===== src/hw/rtl/tlpg_pkg.sv =====
`timescale 1ns / 1ps

package tlpg_pkg;

  // Width of the three elapsed-time counters.
  localparam int TIME_WIDTH = 16;
  // Width of the held times from a command word.
  localparam int HOLD_WIDTH = 16;
  // Common width for comparing a counter with a held time.
  localparam int CMP_WIDTH  = (TIME_WIDTH > HOLD_WIDTH) ? TIME_WIDTH : HOLD_WIDTH;

  typedef enum logic [2:0] {
    BM_OFF       = 3'd0,
    BM_ON        = 3'd1,
    BM_TOGGLE    = 3'd2,
    BM_DELAY_ON  = 3'd3,
    BM_DELAY_OFF = 3'd4
  } base_mode_t;

  typedef enum logic [1:0] {
    ST_OK        = 2'd0,
    ST_BAD_MODE  = 2'd1,
    ST_UNDEFINED = 2'd2
  } status_t;

  typedef enum logic [1:0] {
    PROG_NOT_SET = 2'd0,
    PROG_IDLE    = 2'd1,
    PROG_BUSY    = 2'd2
  } progress_t;

  // One input word.
  typedef struct packed {
    logic        mode;
    logic [2:0]  base_mode;
    logic [15:0] pulse_time;
    logic [15:0] break_time;
    logic [15:0] total_on_time;
    logic [7:0]  repeat_count;
    logic [15:0] first_pitch;
    logic [15:0] second_pitch;
    logic [7:0]  volume;
    logic [15:0] light_level;
  } item_t;

  // One result word.
  typedef struct packed {
    logic [1:0]  status;
    logic        output_on;
    logic [15:0] pitch_out;
    logic [7:0]  volume_out;
    logic [15:0] light_out;
    logic [1:0]  progress;
  } result_t;

  // Handshake between the pipeline stages.
  typedef struct packed {
    logic valid;
    logic ready;
  } stage_ctl_t;

  // Saturating increment of an elapsed counter.
  function automatic logic [TIME_WIDTH-1:0] bump(input logic [TIME_WIDTH-1:0] cnt);
    bump = (&cnt) ? cnt : cnt + TIME_WIDTH'(1);
  endfunction

  // True when a counter has reached a held time.
  function automatic logic reached(input logic [TIME_WIDTH-1:0] cnt,
                                   input logic [HOLD_WIDTH-1:0] lim);
    reached = CMP_WIDTH'(cnt) >= CMP_WIDTH'(lim);
  endfunction

endpackage


===== src/hw/rtl/tlpg_if.sv =====
`timescale 1ns / 1ps

// Input channel: one command or tick word.
interface tlpg_item_if;
  logic        valid;
  logic        ready;
  logic        mode;
  logic [2:0]  base_mode;
  logic [15:0] pulse_time;
  logic [15:0] break_time;
  logic [15:0] total_on_time;
  logic [7:0]  repeat_count;
  logic [15:0] first_pitch;
  logic [15:0] second_pitch;
  logic [7:0]  volume;
  logic [15:0] light_level;

  modport source (output valid, mode, base_mode, pulse_time, break_time, total_on_time,
                  repeat_count, first_pitch, second_pitch, volume, light_level,
                  input ready);
  modport sink (input valid, mode, base_mode, pulse_time, break_time, total_on_time,
                repeat_count, first_pitch, second_pitch, volume, light_level,
                output ready);
endinterface

// Output channel: one status word per input word.
interface tlpg_result_if;
  logic        valid;
  logic        ready;
  logic [1:0]  status;
  logic        output_on;
  logic [15:0] pitch_out;
  logic [7:0]  volume_out;
  logic [15:0] light_out;
  logic [1:0]  progress;

  modport source (output valid, status, output_on, pitch_out, volume_out, light_out,
                  progress, input ready);
  modport sink (input valid, status, output_on, pitch_out, volume_out, light_out,
                progress, output ready);
endinterface


===== src/hw/rtl/tone_light_pattern_generator.sv =====
`timescale 1ns / 1ps

// Channel   Role   Word
// items     sink   tick (mode 0) or pattern command (mode 1)
// results   source status, output state, pitch, loudness, brightness, progress
//
// Each word passes an input register and then the pattern logic into a result
// register, from which the result is offered; while results.ready stays high,
// one word per cycle is sustained.
// The state update and result compare logic sit between those two registers.
// Synchronous reset clears both stage valids and the pattern state (not set).
// A stalled result holds the output register; the input register still takes
// one more word, after which items.ready drops until results.ready returns.

module tone_light_pattern_generator
  import tlpg_pkg::*;
(
  input logic          clk,
  input logic          rst,
  tlpg_item_if.sink    items,
  tlpg_result_if.source results
);

  item_t      in_word;
  item_t      word;
  result_t    result;
  result_t    out_word;
  stage_ctl_t in_ctl;
  logic       load;

  assign in_word.mode          = items.mode;
  assign in_word.base_mode     = items.base_mode;
  assign in_word.pulse_time    = items.pulse_time;
  assign in_word.break_time    = items.break_time;
  assign in_word.total_on_time = items.total_on_time;
  assign in_word.repeat_count  = items.repeat_count;
  assign in_word.first_pitch   = items.first_pitch;
  assign in_word.second_pitch  = items.second_pitch;
  assign in_word.volume        = items.volume;
  assign in_word.light_level   = items.light_level;

  tlpg_in_stage u_in (
    .clk      (clk),
    .rst      (rst),
    .in_valid (items.valid),
    .in_ready (items.ready),
    .in_word  (in_word),
    .ctl      (in_ctl),
    .take     (load),
    .word     (word)
  );

  tlpg_engine u_engine (
    .clk    (clk),
    .rst    (rst),
    .fire   (load),
    .word   (word),
    .result (result)
  );

  tlpg_out_stage u_out (
    .clk       (clk),
    .rst       (rst),
    .up        (in_ctl),
    .load      (load),
    .in_word   (result),
    .out_valid (results.valid),
    .out_ready (results.ready),
    .out_word  (out_word)
  );

  assign results.status     = out_word.status;
  assign results.output_on  = out_word.output_on;
  assign results.pitch_out  = out_word.pitch_out;
  assign results.volume_out = out_word.volume_out;
  assign results.light_out  = out_word.light_out;
  assign results.progress   = out_word.progress;

endmodule


===== src/hw/rtl/tlpg_in_stage.sv =====
`timescale 1ns / 1ps

module tlpg_in_stage
  import tlpg_pkg::*;
(
  input  logic       clk,
  input  logic       rst,
  input  logic       in_valid,
  output logic       in_ready,
  input  item_t      in_word,
  output stage_ctl_t ctl,
  input  logic       take,
  output item_t      word
);

  logic valid;

  // The register refills in the same cycle that its word moves on.
  assign in_ready  = !valid || take;
  assign ctl.valid = valid;
  assign ctl.ready = in_ready;

  always_ff @(posedge clk) begin
    if (rst) begin
      valid <= 1'b0;
    end else if (in_ready) begin
      valid <= in_valid;
    end
  end

  always_ff @(posedge clk) begin
    if (in_valid && in_ready) begin
      word <= in_word;
    end
  end

endmodule


===== src/hw/rtl/tlpg_engine.sv =====
`timescale 1ns / 1ps

module tlpg_engine
  import tlpg_pkg::*;
(
  input  logic    clk,
  input  logic    rst,
  input  logic    fire,
  input  item_t   word,
  output result_t result
);

  typedef struct packed {
    logic [2:0]            active_mode;
    progress_t             progress;
    logic                  phase_on;
    logic                  output_flag;
    logic [15:0]           current_pitch;
    logic [15:0]           pulse_time;
    logic [15:0]           break_time;
    logic [15:0]           total_time;
    logic [7:0]            repeat_count;
    logic [15:0]           first_pitch;
    logic [15:0]           second_pitch;
    logic [7:0]            volume;
    logic [15:0]           light;
    logic [TIME_WIDTH-1:0] pulse_elapsed;
    logic [TIME_WIDTH-1:0] break_elapsed;
    logic [TIME_WIDTH-1:0] command_elapsed;
    logic [7:0]            periods_done;
  } gen_state_t;

  gen_state_t state;
  gen_state_t state_next;
  status_t    status;

  // Next pattern state for a command or a tick.
  always_comb begin
    logic       limited;
    logic       load;
    logic       run_toggle;
    logic       ep;
    logic       eb;
    logic [7:0] periods_inc;

    state_next  = state;
    status      = ST_OK;
    load        = 1'b0;
    run_toggle  = 1'b0;
    ep          = 1'b0;
    eb          = 1'b0;
    periods_inc = (state.periods_done == 8'hFF) ? state.periods_done
                                                : state.periods_done + 8'd1;
    limited = (word.total_on_time != '0) || (word.repeat_count != '0) ||
              (word.second_pitch != '0);

    if (word.mode) begin
      // Command word.
      state_next.active_mode = word.base_mode;
      if (!limited) begin
        state_next.progress = PROG_IDLE;
        load = 1'b1;
      end else begin
        state_next.progress = PROG_BUSY;
        if (word.base_mode != BM_TOGGLE) begin
          status = ST_BAD_MODE;
        end else begin
          if (word.total_on_time != '0) begin
            state_next.command_elapsed = '0;
          end else begin
            state_next.periods_done = '0;
          end
          load = 1'b1;
        end
      end

      if (load) begin
        unique case (word.base_mode)
          BM_OFF: begin
            state_next.output_flag = 1'b0;
            state_next.progress    = PROG_IDLE;
          end
          BM_ON: begin
            state_next.output_flag   = 1'b1;
            state_next.first_pitch   = word.first_pitch;
            state_next.volume        = word.volume;
            state_next.light         = word.light_level;
            state_next.current_pitch = word.first_pitch;
            state_next.progress      = PROG_IDLE;
          end
          BM_TOGGLE: begin
            state_next.phase_on      = 1'b1;
            state_next.output_flag   = 1'b1;
            state_next.pulse_time    = word.pulse_time;
            state_next.break_time    = word.break_time;
            state_next.total_time    = word.total_on_time;
            state_next.repeat_count  = word.repeat_count;
            state_next.first_pitch   = word.first_pitch;
            state_next.second_pitch  = word.second_pitch;
            state_next.volume        = word.volume;
            state_next.light         = word.light_level;
            state_next.current_pitch = word.first_pitch;
            state_next.pulse_elapsed = '0;
          end
          BM_DELAY_ON, BM_DELAY_OFF: begin
            state_next.output_flag   = (word.base_mode == BM_DELAY_OFF);
            state_next.pulse_time    = word.pulse_time;
            state_next.break_time    = word.break_time;
            state_next.first_pitch   = word.first_pitch;
            state_next.volume        = word.volume;
            state_next.light         = word.light_level;
            state_next.current_pitch = word.first_pitch;
            state_next.progress      = PROG_BUSY;
            if (word.base_mode == BM_DELAY_ON) begin
              state_next.pulse_elapsed = '0;
            end else begin
              state_next.break_elapsed = '0;
            end
          end
          default: begin
            status = ST_BAD_MODE;
          end
        endcase
      end
    end else begin
      // Tick word: every elapsed counter advances first.
      state_next.pulse_elapsed   = bump(state.pulse_elapsed);
      state_next.break_elapsed   = bump(state.break_elapsed);
      state_next.command_elapsed = bump(state.command_elapsed);

      if (state.progress == PROG_NOT_SET) begin
        status = ST_UNDEFINED;
      end else begin
        unique case (state.active_mode)
          BM_OFF, BM_ON: begin
            status = ST_OK;
          end
          BM_TOGGLE: begin
            if (state.total_time != '0) begin
              if (reached(state_next.command_elapsed, state.total_time)) begin
                state_next.output_flag = 1'b0;
                state_next.phase_on    = 1'b0;
                state_next.progress    = PROG_IDLE;
              end else begin
                run_toggle = 1'b1;
              end
            end else if (state.repeat_count != '0) begin
              if (state.periods_done >= state.repeat_count &&
                  state.progress == PROG_IDLE) begin
                state_next.output_flag = 1'b0;
              end else begin
                run_toggle = 1'b1;
              end
            end else if (state.second_pitch != '0) begin
              if (state.periods_done != '0 && state.progress == PROG_IDLE) begin
                state_next.output_flag = 1'b0;
              end else begin
                run_toggle = 1'b1;
              end
            end else begin
              run_toggle = 1'b1;
            end
          end
          BM_DELAY_ON, BM_DELAY_OFF: begin
            if (state.pulse_time != '0 && state.break_time == '0) begin
              if (reached(state_next.pulse_elapsed, state.pulse_time)) begin
                state_next.output_flag   = 1'b1;
                state_next.current_pitch = state.first_pitch;
                state_next.progress      = PROG_IDLE;
              end else begin
                state_next.output_flag   = 1'b0;
                state_next.current_pitch = '0;
              end
            end else if (state.pulse_time == '0 && state.break_time != '0) begin
              if (reached(state_next.break_elapsed, state.break_time)) begin
                state_next.output_flag   = 1'b0;
                state_next.current_pitch = '0;
                state_next.progress      = PROG_IDLE;
              end else begin
                state_next.output_flag   = 1'b1;
                state_next.current_pitch = state.first_pitch;
              end
            end else begin
              status = ST_UNDEFINED;
            end
          end
          default: begin
            status = ST_BAD_MODE;
          end
        endcase
      end

      // Pulse and break phases of the toggle pattern.
      if (run_toggle) begin
        if (state.pulse_time == '0 || state.break_time == '0) begin
          status = ST_UNDEFINED;
        end else begin
          ep = reached(state_next.pulse_elapsed, state.pulse_time);
          eb = reached(state_next.break_elapsed, state.break_time);
          if (state.phase_on) begin
            if (ep) begin
              state_next.break_elapsed = '0;
              state_next.phase_on      = 1'b0;
              state_next.current_pitch = state.second_pitch;
            end
          end else if (eb) begin
            state_next.pulse_elapsed = '0;
            if (state.repeat_count != '0) begin
              state_next.periods_done = periods_inc;
              if (periods_inc >= state.repeat_count) begin
                state_next.phase_on = 1'b0;
                state_next.progress = PROG_IDLE;
              end else begin
                state_next.phase_on      = 1'b1;
                state_next.current_pitch = state.first_pitch;
              end
            end else if (state.second_pitch != '0) begin
              state_next.periods_done  = periods_inc;
              state_next.current_pitch = '0;
              state_next.phase_on      = 1'b0;
              state_next.progress      = PROG_IDLE;
            end else begin
              state_next.phase_on      = 1'b1;
              state_next.current_pitch = state.first_pitch;
            end
          end
          if (state.second_pitch == '0) begin
            state_next.output_flag = state_next.phase_on;
          end
        end
      end
    end
  end

  // Result fields come from the state after this word.
  always_comb begin
    result.status     = status;
    result.output_on  = state_next.output_flag;
    result.pitch_out  = state_next.current_pitch;
    result.volume_out = state_next.volume;
    result.light_out  = state_next.light;
    result.progress   = state_next.progress;
  end

  // All zeros is the reset state, with progress not set.
  always_ff @(posedge clk) begin
    if (rst) begin
      state <= '0;
    end else if (fire) begin
      state <= state_next;
    end
  end

endmodule


===== src/hw/rtl/tlpg_out_stage.sv =====
`timescale 1ns / 1ps

module tlpg_out_stage
  import tlpg_pkg::*;
(
  input  logic       clk,
  input  logic       rst,
  input  stage_ctl_t up,
  output logic       load,
  input  result_t    in_word,
  output logic       out_valid,
  input  logic       out_ready,
  output result_t    out_word
);

  // A new word is loaded whenever the register is free or being emptied.
  assign load = up.valid && (!out_valid || out_ready);

  always_ff @(posedge clk) begin
    if (rst) begin
      out_valid <= 1'b0;
    end else if (!out_valid || out_ready) begin
      out_valid <= up.valid;
    end
  end

  always_ff @(posedge clk) begin
    if (load) begin
      out_word <= in_word;
    end
  end

endmodule

===== src/flat_wrapper.sv =====
// flat-port wrapper written by rule: the top's interface ports become plain ports
module tone_light_pattern_generator_flat import tlpg_pkg::*;
  (clk, rst, items_valid, items_mode, items_base_mode, items_pulse_time, items_break_time, items_total_on_time, items_repeat_count, items_first_pitch, items_second_pitch, items_volume, items_light_level, items_ready, results_valid, results_status, results_output_on, results_pitch_out, results_volume_out, results_light_out, results_progress, results_ready);
  tlpg_item_if items_i ();
  tlpg_result_if results_i ();
  input logic clk;
  input logic rst;
  input wire logic [$bits(items_i.valid)-1:0] items_valid;
  input wire logic [$bits(items_i.mode)-1:0] items_mode;
  input wire logic [$bits(items_i.base_mode)-1:0] items_base_mode;
  input wire logic [$bits(items_i.pulse_time)-1:0] items_pulse_time;
  input wire logic [$bits(items_i.break_time)-1:0] items_break_time;
  input wire logic [$bits(items_i.total_on_time)-1:0] items_total_on_time;
  input wire logic [$bits(items_i.repeat_count)-1:0] items_repeat_count;
  input wire logic [$bits(items_i.first_pitch)-1:0] items_first_pitch;
  input wire logic [$bits(items_i.second_pitch)-1:0] items_second_pitch;
  input wire logic [$bits(items_i.volume)-1:0] items_volume;
  input wire logic [$bits(items_i.light_level)-1:0] items_light_level;
  output wire logic [$bits(items_i.ready)-1:0] items_ready;
  output wire logic [$bits(results_i.valid)-1:0] results_valid;
  output wire logic [$bits(results_i.status)-1:0] results_status;
  output wire logic [$bits(results_i.output_on)-1:0] results_output_on;
  output wire logic [$bits(results_i.pitch_out)-1:0] results_pitch_out;
  output wire logic [$bits(results_i.volume_out)-1:0] results_volume_out;
  output wire logic [$bits(results_i.light_out)-1:0] results_light_out;
  output wire logic [$bits(results_i.progress)-1:0] results_progress;
  input wire logic [$bits(results_i.ready)-1:0] results_ready;
  assign items_i.valid = items_valid;
  assign items_i.mode = items_mode;
  assign items_i.base_mode = items_base_mode;
  assign items_i.pulse_time = items_pulse_time;
  assign items_i.break_time = items_break_time;
  assign items_i.total_on_time = items_total_on_time;
  assign items_i.repeat_count = items_repeat_count;
  assign items_i.first_pitch = items_first_pitch;
  assign items_i.second_pitch = items_second_pitch;
  assign items_i.volume = items_volume;
  assign items_i.light_level = items_light_level;
  assign items_ready = items_i.ready;
  assign results_valid = results_i.valid;
  assign results_status = results_i.status;
  assign results_output_on = results_i.output_on;
  assign results_pitch_out = results_i.pitch_out;
  assign results_volume_out = results_i.volume_out;
  assign results_light_out = results_i.light_out;
  assign results_progress = results_i.progress;
  assign results_i.ready = results_ready;
  tone_light_pattern_generator u_core (.clk(clk), .rst(rst), .items(items_i), .results(results_i));
endmodule

===== config.mk =====
export PLATFORM = sky130hd
export DESIGN_NAME = tone_light_pattern_generator_flat
export DESIGN_NICKNAME = d
export VERILOG_FILES = /design/src/hw/rtl/tlpg_pkg.sv /design/src/hw/rtl/tlpg_if.sv /design/src/hw/rtl/tone_light_pattern_generator.sv /design/src/hw/rtl/tlpg_in_stage.sv /design/src/hw/rtl/tlpg_engine.sv /design/src/hw/rtl/tlpg_out_stage.sv /design/src/flat_wrapper.sv
export SDC_FILE = /design/constraint.sdc
export NUM_CORES = 1
export LEC_CHECK = 0
export BUFFER_PORTS_ARGS = -buffer_cell sky130_fd_sc_hd__buf_2
export CORE_MARGIN = 2
export CORE_UTILIZATION = 30
export DETAILED_ROUTE_END_ITERATION = 8
export GPL_TIMING_DRIVEN = 0
export HOLD_SLACK_MARGIN = 0.1
export MAX_ROUTING_LAYER = met4
export PLACE_DENSITY = 0.56
export SETUP_SLACK_MARGIN = 0.05
export SLEW_MARGIN = 10
export SYNTH_ARGS = -nofsm -noshare
export SYNTH_HDL_FRONTEND = slang
export SYNTH_SLANG_ARGS = --single-unit
export TNS_END_PERCENT = 50

===== constraint.sdc =====
create_clock -name clk -period 3.9 [get_ports clk]
set_input_delay 0.585 -clock clk [delete_from_list [all_inputs] [get_ports clk]]
set_output_delay 0.585 -clock clk [all_outputs]
set_load 0.005 [all_outputs]

======== Word-level counts from Yosys, hierarchy flattened ========
Cells that the tools add are included.
word-level totals
  output and inout port bits .............. 47
  bits in registers ....................... 354
  logic and storage cells ................. 227
  input port bits ......................... 120
cells by class
  mux-type cells .......................... 109
  $lt $le $gt $ge ......................... 5
  reductions and logical operators ........ 51
  add/subtract/negate cells ............... 4
  eq/ne operators ......................... 23
operators with widths
  kind                                           number
  2-to-1 mux 16 bit                              21
  2-to-1 mux 164 bit                             1
  2-to-1 mux 24 bit                              5
  2-to-1 mux 17 bit                              7
  2-to-1 mux 32 bit                              3
  nonzero test 16 bit                            6
  2-to-1 mux 20 bit                              4
  2-to-1 mux 8 bit                               8
  2-to-1 mux 56 bit                              1
  adder 16 x 1 -> 16 bit, second input constant  3
  >= comparator 16 bit                           3
  logical NOT 16 bit                             3
  AND reduction 16 bit                           3
  2-to-1 mux 2 bit                               16
  case mux 16 bit (2 select lines)               1
  2-to-1 mux 1 bit                               26
  AND reduction 4 bit                            6
  nonzero test 8 bit                             3
  2-to-1 mux 4 bit                               5
  2-to-1 mux 3 bit                               6
  >= comparator 8 bit                            2
  inequality test 2 bit, second input constant   8
  == test 3 x 2 -> 1 bit, second input constant  4
  case mux 2 bit (2 select lines)                3
  other kinds (24)                               44

======== Longest topological paths before layout ========
Gate-level depths: netlist (run 1).
  word-level depth ........................ 22
  gate-level depth with buffers ........... 19
  depth with buffers taken out ............ 18

======== Modules after synthesis ========
From an unflattened synthesis (run 1), not the netlist that was laid out.
unflattened totals
  cells, all modules ...................... 1815
  area, all modules ....................... 17494.3 µm²
by module, submodules not included
  module          times used  area each (µm²)  cells each  sequential area each (µm²)
  tlpg_engine     1           12534.5          1642        3823.7
  tlpg_in_stage   1           3553.4           123         3503.4
  tlpg_out_stage  1           1406.3           50          1371.3

======== Worst setup path before layout (run 1) ========
OpenSTA, ideal clock, no wires.
  path kind ............................... register -> register
  from .................................... register u_core.u_engine.state[12] in the netlist's numbering
  to ...................................... register u_core.u_out.out_word[42] (netlist name)
  path slack .............................. -103 ps
  stages on the path, launching flop included .. 17
  setup time .............................. 259 ps
  path buffers ............................ 1
  arrival ................................. 3745 ps
  required time ........................... 3641 ps
  clock period less this slack ............ 4003 ps
  path through ............................ dfxtp_1 -> buf_2 -> nand4_1 -> nor4_2 -> nand3_1 -> and3_1 -> nand3_1 -> xnor2_1 -> ha_1 -> a21oi_1 -> o21ai_1 -> a221oi_1 -> o21ai_1 -> or4b_1 -> a211o_1 -> o211ai_1 -> nand2_1
RTL lines
  item                    RTL line            source
  from (decl)             tlpg_engine.sv:33   gen_state_t state;
  from (signal assigned)  tlpg_engine.sv:250  state <= state_next;

==> impl_metrics.json, run 1 <==
{
  "regArea_mm2": 0.00874,
  "place.port_buffers": 165,
  "synth_nets": 1893,
  "drt_iter0_drc": 829,
  "clock_sinks": 354,
  "slew_headroom": 0.409,
  "cts_buffer_depth": 3,
  "die_w_um": 240,
  "nets": 2147,
  "worst_ep_required_time_ns": 4.28,
  "async_flop_share": 0,
  "row_count": 86,
  "layout_setup_ws_ns": -0.00717,
  "ir_drop_mv": 0.277,
  "ys.flop_type": "dfxtp_1",
  "grtUsageTotal": 0.168,
  "drv_cap": 0,
  "firstDrtPassIters": 5,
  "clockPowerShare": 0.470,
  "ys_warn_count": 0,
  "io_pins": 167,
  "die_area_mm2": 0.0574,
  "fin_crit_sh": 1.00,
  "drcViolationCount": 0,
  "cts_tree": "done",
  "worstHoldPathType": "in2reg",
  "setup_viol": 1,
  "ys_seq_area_frac": 0.523,
  "grt_max_degree": 59,
  "routabilityCongestion": 0.873,
  "syn_inst": 1701,
  "r2r-start": "u_core.u_engine.state[29]",
  "wirelength_um": 47900,
  "status": "finished with violations",
  "synthesis.area_mm2": 0.0166,
  "leakage_nw": 7.80,
  "post-dp-hpwl_um": 34300,
  "arrival_ns": 4.29,
  "antennaDiodeCount": 0,
  "cp-end-kind": "flip-flop",
  "initial_core_util": 0.303,
  "grt_pass1_wl_um": 73700,
  "vias": 13700,
  "r2r-end": "u_core.u_out.out_word[35]",
  "antenna_found_initial": 0,
  "holdPathStages": 1,
  "hp-start": "items_first_pitch[0]",
  "worstSetupPathType": "reg2reg",
  "fin_area_mm2": 0.0211,
  "grt_setup_unrepaired": "true",
  "worstMarginPinSlew_ns": 0.886,
  "p_comb_frac": 0.066,
  "ff2ff_path_depth": 18,
  "startpoint_type": "flip-flop",
  "slew_viol_final": 0,
  "clock_skew_ns": 0.0240,
  "period_minus_slack_ns": 3.91,
  "synthToLayoutAreaGrowth_pct": 26.8,
  "gr-total-overflow": 0,
  "num-fill-cells": 5420,
  "synth_enable_flop_cells": 161,
  "insertion_delay_ns": 0.57,
  "cp_max_fo": 6,
  "clk_pin_slew_ns": 0.06,
  "p_int_w": 0.00675,
  "dpl_cell_area_mm2": 0.0185,
  "max_freq_mhz": 256,
  "hold_viol": 0,
  "drive_above_1_share": 0.230,
  "cts-buffers-inserted": 42,
  "switching_power_w": 0.00201,
  "ant_nets": 0,
  "seqPwrFrac": 0.465,
  "finalPower_w": 0.00875,
  "htree_levels": 2,
  "avgSynthCellArea_um2": 9.79,
  "cts-root-buf": "clkbuf_16",
  "die_y_um": 240,
  "first_global_vias": 13400,
  "routed_via_density": 5.01,
  "ys_types": 70,
  "multi_input_area_mm2": 0.00789,
  "drt-wirelength-per-cell_um": 17.5,
  "switching_share": 0.229,
  "power_density_mw_per_mm2": 415,
  "postCtsHoldBufs": 0,
  "violations": "negative setup slack",
  "core_mm2": 0.0550,
  "reg2reg_slack_ns": -0.007,
  "holdPathEnd": "u_core.u_in.word[40]",
  "ys_seq_elements": 354
}
timing repair:
item | CTS | global route
cloned | 2 | 0
buffers inserted | 33 | 18
endpoints found under the setup margin | 80 | 77
pin swaps | 40 | 59
gates resized for setup | 111 | 94
cell usage after synthesis (12+ instances only):
cell type / n / area share
nand4_1: 39 / 0.015
a22o_1: 19 / 0.010
mux2i_1: 37 / 0.022
clkbuf_1: 66 / 0.015
o221ai_1: 16 / 0.0084
nor4_1: 32 / 0.012
edfxtp_1: 161 / 0.29
a31oi_1: 22 / 0.0083
nor3_1: 19 / 0.0057
nor2_1: 80 / 0.018
a22oi_1: 30 / 0.014
xnor2_1: 27 / 0.014
dfxtp_1: 193 / 0.23
a32oi_1: 16 / 0.0084
nand2b_1: 12 / 0.0045
buf_6: 13 / 0.0088
buf_2: 12 / 0.0036
and3_1: 12 / 0.0045
mux2_1: 21 / 0.014
inv_1: 74 / 0.017
a21oi_1: 163 / 0.049
o21ai_0: 33 / 0.0099
ha_1: 72 / 0.054
nand3_1: 78 / 0.023
nand2_1: 319 / 0.072
worst max-delay path, cell delays in order (launching register included):
cell and delay [ns]:
dfxtp_4 0.36, and4_4 0.22, and4_4 0.22, nand4_1 0.10, buf_6 0.16, or2_4 0.27, nand4_1 0.14, xnor2_2 0.10
ha_1 0.32, a21o_1 0.18, a21oi_2 0.17, o31ai_4 0.10, a211oi_4 0.46, buf_4 0.21, o2bb2ai_4 0.09, buf_6 0.16
a32oi_2 0.18, a21oi_2 0.06, mux2i_2 0.21
per-stage QoR:
| step | hold WS, ns | setup TNS (ns) | utilization | worst slack [ns] | instances |
|---|---|---|---|---|---|
| 2_1_floorplan | 0.433 | -0.00132 | - | -0.00132 | 1701 |
| 3_3_place_gp | 0.439 | -85.13 | 0.335 | -0.917 | 2614 |
| 3_5_place_dp | 0.443 | -63.04 | 0.336 | -1.05 | 2616 |
| 4_1_cts | 0.161 | -0.0953 | 0.375 | -0.0254 | 2724 |
| 5_1_grt | 0.176 | -0.923 | 0.384 | -0.116 | 2737 |
| 6_report | 0.192 | -0.00717 | 0.384 | -0.00717 | 2737 |
metal layers:
metal | part of all wire | global-route usage | vias to the layer above
met5 | 0 | - | -
met4 | 0.024 | 0.0500 | 0
met1 | 0.45 | 0.214 | 6549
met2 | 0.47 | 0.274 | 401
met3 | 0.059 | 0.0277 | 80
li1 | - | - | 6686
cells in the final DEF (no fill, tap or decap), types with 20 or more instances in the layout:
| cell type | Yosys | routed |
|---|---|---|
| nand2_1 | 319 | 316 |
| dfxtp_1 | 193 | 172 |
| buf_2 | 12 | 170 |
| edfxtp_1 | 161 | 161 |
| a21oi_1 | 163 | 144 |
| inv_1 | 74 | 74 |
| nor2_1 | 80 | 71 |
| nand3_1 | 78 | 70 |
| ha_1 | 72 | 67 |
| clkbuf_1 | 66 | 60 |
| buf_4 | 3 | 49 |
| clkbuf_16 | 0 | 45 |
| nand4_1 | 39 | 39 |
| mux2i_1 | 37 | 36 |
| nor4_1 | 32 | 32 |
| a22oi_1 | 30 | 30 |
| o21ai_0 | 33 | 28 |
| buf_6 | 13 | 23 |
| xnor2_1 | 27 | 23 |
| mux2_1 | 21 | 20 |
logic make-up after synthesis:
logic type                 share of synthesized area
AOI/OAI and AO/OA                              0.142
xor gates and xnor gates                      0.0179
adders and majority gates                     0.0541
buffers and inverters                         0.0458
DFF                                            0.523
muxes                                         0.0419
and+or+nand+nor                                0.176
worst max-delay path by stage:
stage               cells after the start                        end                 startpoint  slack [ns]
floorplan                              15  u_core.u_out.out_word[42]  u_core.u_engine.state[12]      -0.001
global placement                       18  u_core.u_out.out_word[34]  u_core.u_engine.state[44]       -0.92
detailed placement                     18  u_core.u_out.out_word[34]  u_core.u_engine.state[44]       -1.05
CTS                                    15  u_core.u_out.out_word[42]  u_core.u_engine.state[11]       -0.03
global route                           15  u_core.u_out.out_word[42]  u_core.u_engine.state[44]       -0.12
finish                                 18  u_core.u_out.out_word[35]  u_core.u_engine.state[29]      -0.007
flip-flops by register name (all words and copies together), names as in the netlist:
| name | flops |
|---|---|
| u_core.u_out.out_word | 45 |
| u_core.u_out.out_valid | 1 |
| u_core.u_in.valid | 1 |
| u_core.u_in.word | 116 |
| u_core.u_engine.state | 191 |
area by class of cell:
class | count | share of cell area
plain buffers | 86 | 0.0245
clock buffers | 54 | 0.0559
clock inverters | 24 | 0.0130
inverters | 74 | 0.0132
multi-input cells | 1178 | 0.374
flip-flops and latches | 354 | 0.414
well taps | 748 | 0.0443
repair buffers | 219 | 0.0612
power groups by stage:
stage | Clock (W) | Combinational (W) | Sequential, W
2_1_floorplan | 0 | 0.000266 | 0.00412
5_1_grt | 0.00436 | 0.000623 | 0.00408
4_1_cts | 0.00423 | 0.000551 | 0.00407
6_report | 0.00411 | 0.000574 | 0.00407
3_5_place_dp | 0 | 0.000490 | 0.00415
3_3_place_gp | 0 | 0.000474 | 0.00416
Note: power is estimated with default switching activity, not from simulation.
==> inputs of run 2 (changes only) <==
--- a/config.mk
+++ b/config.mk
@@ -7,13 +7,13 @@
 export LEC_CHECK = 0
 export BUFFER_PORTS_ARGS = -buffer_cell sky130_fd_sc_hd__buf_2
 export CORE_MARGIN = 2
-export CORE_UTILIZATION = 30
+export CORE_UTILIZATION = 50
+export CTS_CLUSTER_DIAMETER = 100
 export DETAILED_ROUTE_END_ITERATION = 8
 export GPL_TIMING_DRIVEN = 0
 export HOLD_SLACK_MARGIN = 0.1
 export MAX_ROUTING_LAYER = met4
-export PLACE_DENSITY = 0.56
-export SETUP_SLACK_MARGIN = 0.05
+export PLACE_DENSITY = 0.8
 export SLEW_MARGIN = 10
 export SYNTH_ARGS = -nofsm -noshare
 export SYNTH_HDL_FRONTEND = slang
==> impl_metrics.json, run 2 (same netlist as run 1, synthesis figures left out) <==
{
  "hold_viol": 0,
  "fin_area_mm2": 0.0209,
  "die_y_um": 186,
  "dp.cells": 2309,
  "largest_reg_flops": 191,
  "reg_top3": "u_core.u_engine.state: 191 flops, u_core.u_in.word: 116 flops, u_core.u_out.out_word: 45 flops",
  "grt_setup_unrepaired": "true",
  "die_area_mm2": 0.0348,
  "slew_viol_final": 0,
  "ir_drop_mv": 0.404,
  "switching_share": 0.230,
  "place.port_buffers": 165,
  "p_comb_frac": 0.067,
  "die_w_um": 186,
  "arrival_ns": 4.34,
  "cts_buffer_depth": 3,
  "worstHoldPathType": "in2reg",
  "drcViolationCount": 0,
  "htree_levels": 2,
  "setup_tns_ns": -0.323,
  "insertion_delay_ns": 0.55,
  "max_freq_mhz": 250,
  "drv_cap": 0,
  "p_int_w": 0.00656,
  "grt_max_degree": 62,
  "cts-buffers-inserted": 39,
  "drive_above_1_share": 0.246,
  "dpl_cell_area_mm2": 0.0181,
  "clock_skew_ns": 0.0236,
  "nets": 2170,
  "vias": 14400,
  "io_pins": 167,
  "final_cell_mix": "315 x nand2_1, 170 x buf_2, 168 x dfxtp_1",
  "synthToLayoutAreaGrowth_pct": 25.6,
  "clock_sinks": 354,
  "core_mm2": 0.0326,
  "antennaDiodeCount": 0,
  "slew_headroom": 0.409,
  "leakage_nw": 7.90,
  "drt-wirelength-per-cell_um": 18.8,
  "antenna_found_initial": 0,
  "power_density_mw_per_mm2": 407,
  "worstMarginPinSlew_ns": 0.879,
  "ant_nets": 0,
  "clk_pin_slew_ns": 0.07,
  "gr-total-overflow": 0,
  "cts-root-buf": "clkbuf_16",
  "switching_power_w": 0.00196,
  "cp_max_fo": 6,
  "grtUsageTotal": 0.255,
  "drt_iter0_drc": 1495,
  "instances_no_fill": 2449,
  "fin_crit_sh": 1.03,
  "initial_core_util": 0.510,
  "final_common_cell": "nand2_1",
  "cts_tree": "done",
  "seqPwrFrac": 0.477,
  "worstSetupPathType": "reg2reg",
  "top_register": "u_core.u_engine.state",
  "routabilityCongestion": 0.935,
  "first_global_vias": 13800,
  "routed_via_density": 5.89,
  "post-dp-hpwl_um": 30400,
  "status": "finished with violations",
  "layout_setup_ws_ns": -0.0993,
  "worst_ep_required_time_ns": 4.24,
  "firstDrtPassIters": 6,
  "row_count": 66,
  "period_minus_slack_ns": 4.00,
  "startpoint_type": "flip-flop",
  "wirelength_um": 46000,
  "clockPowerShare": 0.456,
  "violations": "negative setup slack",
  "grt_pass1_wl_um": 70300,
  "setup_viol": 11,
  "cp-end-kind": "flip-flop"
}
-- run 2: final timing paths --
| kind | from | end | slack, ns | depth (start not counted) |
|---|---|---|---|---|
| worst max-delay path | u_core.u_engine.state[29] | u_core.u_out.out_word[35] | -0.1 | 18 |
| worst min-delay path | items_repeat_count[3] | u_core.u_in.word[59] | 0.21 | 1 |
| worst max register to register | u_core.u_engine.state[29] | u_core.u_out.out_word[35] | -0.1 | 18 |
| worst min register to register | u_core.u_engine.state[71] | u_core.u_engine.state[71] | 0.45 | 2 |
-- run 2: power groups by stage --
stage | Sequential [W] | Clock (W) | Combinational, W
2_1_floorplan | 0.00412 | 0 | 0.000266
3_3_place_gp | 0.00415 | 0 | 0.000446
3_5_place_dp | 0.00414 | 0 | 0.000462
4_1_cts | 0.00407 | 0.00394 | 0.000522
5_1_grt | 0.00407 | 0.00410 | 0.000608
6_report | 0.00406 | 0.00389 | 0.000570
-- run 2: metal layers --
metal  vias to the layer above  share of wire  global-route usage  wire [um]
met3                       129          0.076              0.0412       3520
li1                       6734              -                   -          -
met4                         0          0.034              0.0949       1560
met1                      6830           0.41               0.318      18800
met2                       739           0.48               0.421      22200
met5                         -              0                   -          0
-- run 2: through the flow --
step / hold slack, ns / total power, W / utilization / setup WS (ns)
global route: 0.192 / 0.00878 / 0.641 / -0.194
floorplan: 0.433 / 0.00439 / - / -0.00132
detailed placement: 0.443 / 0.00461 / 0.554 / -0.915
finish: 0.209 / 0.00852 / 0.641 / -0.0993
global placement: 0.439 / 0.00459 / 0.553 / -0.772
CTS: 0.192 / 0.00852 / 0.620 / -0.00453
-- run 2: cell type report --
| class | instances | area [um2] |
|---|---|---|
| clock buffers | 49 | 1100 |
| repair buffers | 244 | 1510 |
| inverters | 74 | 278 |
| fillers | 2443 | 11700 |
| flip-flops and latches | 354 | 8760 |
| multi-input cells | 1180 | 7930 |
| plain buffers | 85 | 518 |
| clock inverters | 21 | 267 |
| well taps | 442 | 553 |
-- run 2: worst max-delay path, stage by stage (launching register included) --
cell       delay, ns
dfxtp_4         0.36
and4_4          0.21
and4_4          0.23
nand4_1         0.17
buf_6           0.19
nor2_4          0.12
buf_6           0.14
nor3_2          0.05
xor2_1          0.27
ha_1            0.32
a21oi_2         0.19
o31ai_4         0.09
a211oi_4        0.48
buf_4           0.21
o2bb2ai_4       0.07
buf_6           0.15
a32oi_1         0.16
a21oi_1         0.09
mux2i_1         0.27
-- run 2: what timing repair did --
| item | 4_1_cts | 5_1_grt |
|---|---|---|
| setup buffers | 41 | 37 |
| gates cloned | 2 | 3 |
| pin swaps | 39 | 63 |
| endpoints found under the setup margin | 120 | 73 |
| gates resized for setup | 121 | 106 |
| hold buffers | 0 | 0 |
==> inputs of run 3 (changes only) <==
--- a/config.mk
+++ b/config.mk
@@ -6,7 +6,7 @@
 export NUM_CORES = 1
 export LEC_CHECK = 0
 export BUFFER_PORTS_ARGS = -buffer_cell sky130_fd_sc_hd__buf_2
-export CORE_MARGIN = 2
+export CORE_MARGIN = 5
 export CORE_UTILIZATION = 50
 export CTS_CLUSTER_DIAMETER = 100
 export DETAILED_ROUTE_END_ITERATION = 8
==> impl_metrics.json, run 3 (same netlist as run 1, synthesis figures left out) <==
{
  "status": "finished with violations",
  "violations": "negative setup slack",
  "endpoint": "u_core.u_out.out_word[42]",
  "fin_util": 0.630,
  "worstHoldPathType": "in2reg",
  "grt_max_degree": 62,
  "leakage_nw": 7.72,
  "largest_reg_flops": 191,
  "synthToLayoutAreaGrowth_pct": 23.7,
  "num-fill-cells": 2585,
  "insertion_delay_ns": 0.54,
  "top_register": "u_core.u_engine.state",
  "startpoint_type": "flip-flop",
  "routed_via_density": 5.77,
  "ant_nets": 0,
  "drive_above_1_share": 0.235,
  "final_common_cell": "nand2_1",
  "place.port_buffers": 165,
  "row_count": 66,
  "dpl_worst_slack_ns": -1.12,
  "cp.depth": 17,
  "grt_pass1_wl_um": 70200,
  "htree_levels": 2,
  "hold_viol": 0,
  "fin_crit_sh": 1.05,
  "die_area_mm2": 0.0370,
  "drt-wirelength-per-cell_um": 18.9,
  "slew_headroom": 0.413,
  "clock_skew_ns": 0.0112,
  "worst_ep_required_time_ns": 4.17,
  "switching_share": 0.233,
  "routabilityCongestion": 0.936,
  "arrival_ns": 4.35,
  "wirelength_um": 45700,
  "drcViolationCount": 0,
  "path_delay_family": "simple AND/OR/NAND/NOR gates",
  "layout_setup_ws_ns": -0.177,
  "ir_drop_mv": 0.309,
  "fin_area_mm2": 0.0206,
  "setup_viol": 17,
  "firstDrtPassIters": 6,
  "p_int_w": 0.00628,
  "cts_buffer_depth": 3,
  "reg2reg_slack_ns": -0.18,
  "r2r-start": "u_core.u_engine.state[14]",
  "r2r-end": "u_core.u_out.out_word[42]",
  "drt_iter0_drc": 1262,
  "switching_power_w": 0.00191,
  "cp-end-kind": "flip-flop",
  "postCtsHoldBufs": 0,
  "hp-start": "items_break_time[10]",
  "power_density_mw_per_mm2": 397,
  "io_pins": 167,
  "cp_num_buf_inv": 2,
  "vias": 14000,
  "slowest_stage": "or4b_4",
  "path_cells": "nand4_1 -> buf_4 -> nor4_4 -> buf_4 -> nand3_4 -> and3_4 -> nand3_4 -> xnor2_2 -> ha_1 -> a21oi_2 -> o21ai_2 -> a221oi_4 -> o21ai_4 -> or4b_4 -> a211o_1 -> o211ai_1 -> nand2_1",
  "die_w_um": 192,
  "antenna_found_initial": 0,
  "die_y_um": 192,
  "dpl_cell_area_mm2": 0.0181,
  "gr-total-overflow": 0,
  "reg_top3": "u_core.u_engine.state: 191 flops, u_core.u_in.word: 116 flops, u_core.u_out.out_word: 45 flops",
  "slowest_delay_ns": 0.56,
  "worstMarginPinSlew_ns": 0.881,
  "drv_cap": 0,
  "period_minus_slack_ns": 4.08,
  "clock_sinks": 354,
  "seqPwrFrac": 0.497,
  "grt_setup_unrepaired": "true",
  "grtUsageTotal": 0.242,
  "core_mm2": 0.0327,
  "worstSetupPathType": "reg2reg",
  "post-dp-hpwl_um": 31600,
  "first_global_vias": 13400,
  "cts-buffers-inserted": 39,
  "clk_pin_slew_ns": 0.07,
  "cts_tree": "done",
  "cp_max_fo": 4,
  "ff2ff_path_depth": 17,
  "max_freq_mhz": 245,
  "cts-root-buf": "clkbuf_16",
  "finalPower_w": 0.00818,
  "final_cell_mix": "316 x nand2_1, 174 x dfxtp_1, 169 x buf_2",
  "worstSetupStartpoint": "u_core.u_engine.state[14]",
  "clockPowerShare": 0.433,
  "p_comb_frac": 0.070,
  "initial_core_util": 0.509,
  "holdWs_ns": 0.220,
  "slew_viol_final": 0,
  "nets": 2144
}
[run 3: metal layers]
| layer | up-vias | global-route usage | wire [um] |
|---|---|---|---|
| met2 | 534 | 0.398 | 22000 |
| met5 | - | - | 0 |
| met1 | 6671 | 0.317 | 19600 |
| met3 | 99 | 0.0329 | 3030 |
| li1 | 6683 | - | - |
| met4 | 0 | 0.0661 | 1170 |
[run 3: through the flow]
stage	instances	setup TNS, ns
after detailed placement	2309	-72.88
after global routing	2424	-6.35
after global placement	2308	-59.47
after CTS	2413	-0.352
after floorplan	1701	-0.00132
final	2425	-0.859
[run 3: repair_timing]
action,CTS,global route
resized for setup,97,120
setup endpoints to repair,115,79
pin swaps,34,66
gates cloned,0,1
buffers inserted,38,14
[run 3: layout make-up]
class / instances / area [um2] / share of cell area
Timing Repair Buffer: 218 / 1270 / 0.0619
Tap cell: 442 / 553 / 0.0269
Inverter: 74 / 278 / 0.0135
Antenna cell: 1 / 2.50 / 0.000122
Clock inverter: 19 / 129 / 0.00626
Buffer: 87 / 504 / 0.0245
Multi-Input combinational cell: 1178 / 8010 / 0.389
Clock buffer: 52 / 1110 / 0.0538
Sequential cell: 354 / 8740 / 0.424
[run 3: how the worst min path moves through the flow]
stage	to	slack, ns	depth (start not counted)
CTS	u_core.u_in.word[92]	0.20	1
global route	u_core.u_in.word[112]	0.20	1
global placement	u_core.u_engine.state[71]	0.44	2
floorplan	u_core.u_engine.state[71]	0.43	2
detailed placement	u_core.u_engine.state[61]	0.45	2
finish	u_core.u_in.word[90]	0.22	1
[run 3: power by group through the flow]
stage	clock [W]	combinational, W	sequential, W
floorplan	0	0.000266	0.00412
global placement	0	0.000458	0.00415
detailed placement	0	0.000473	0.00414
CTS	0.00360	0.000518	0.00407
global route	0.00375	0.000614	0.00408
finish	0.00354	0.000573	0.00407
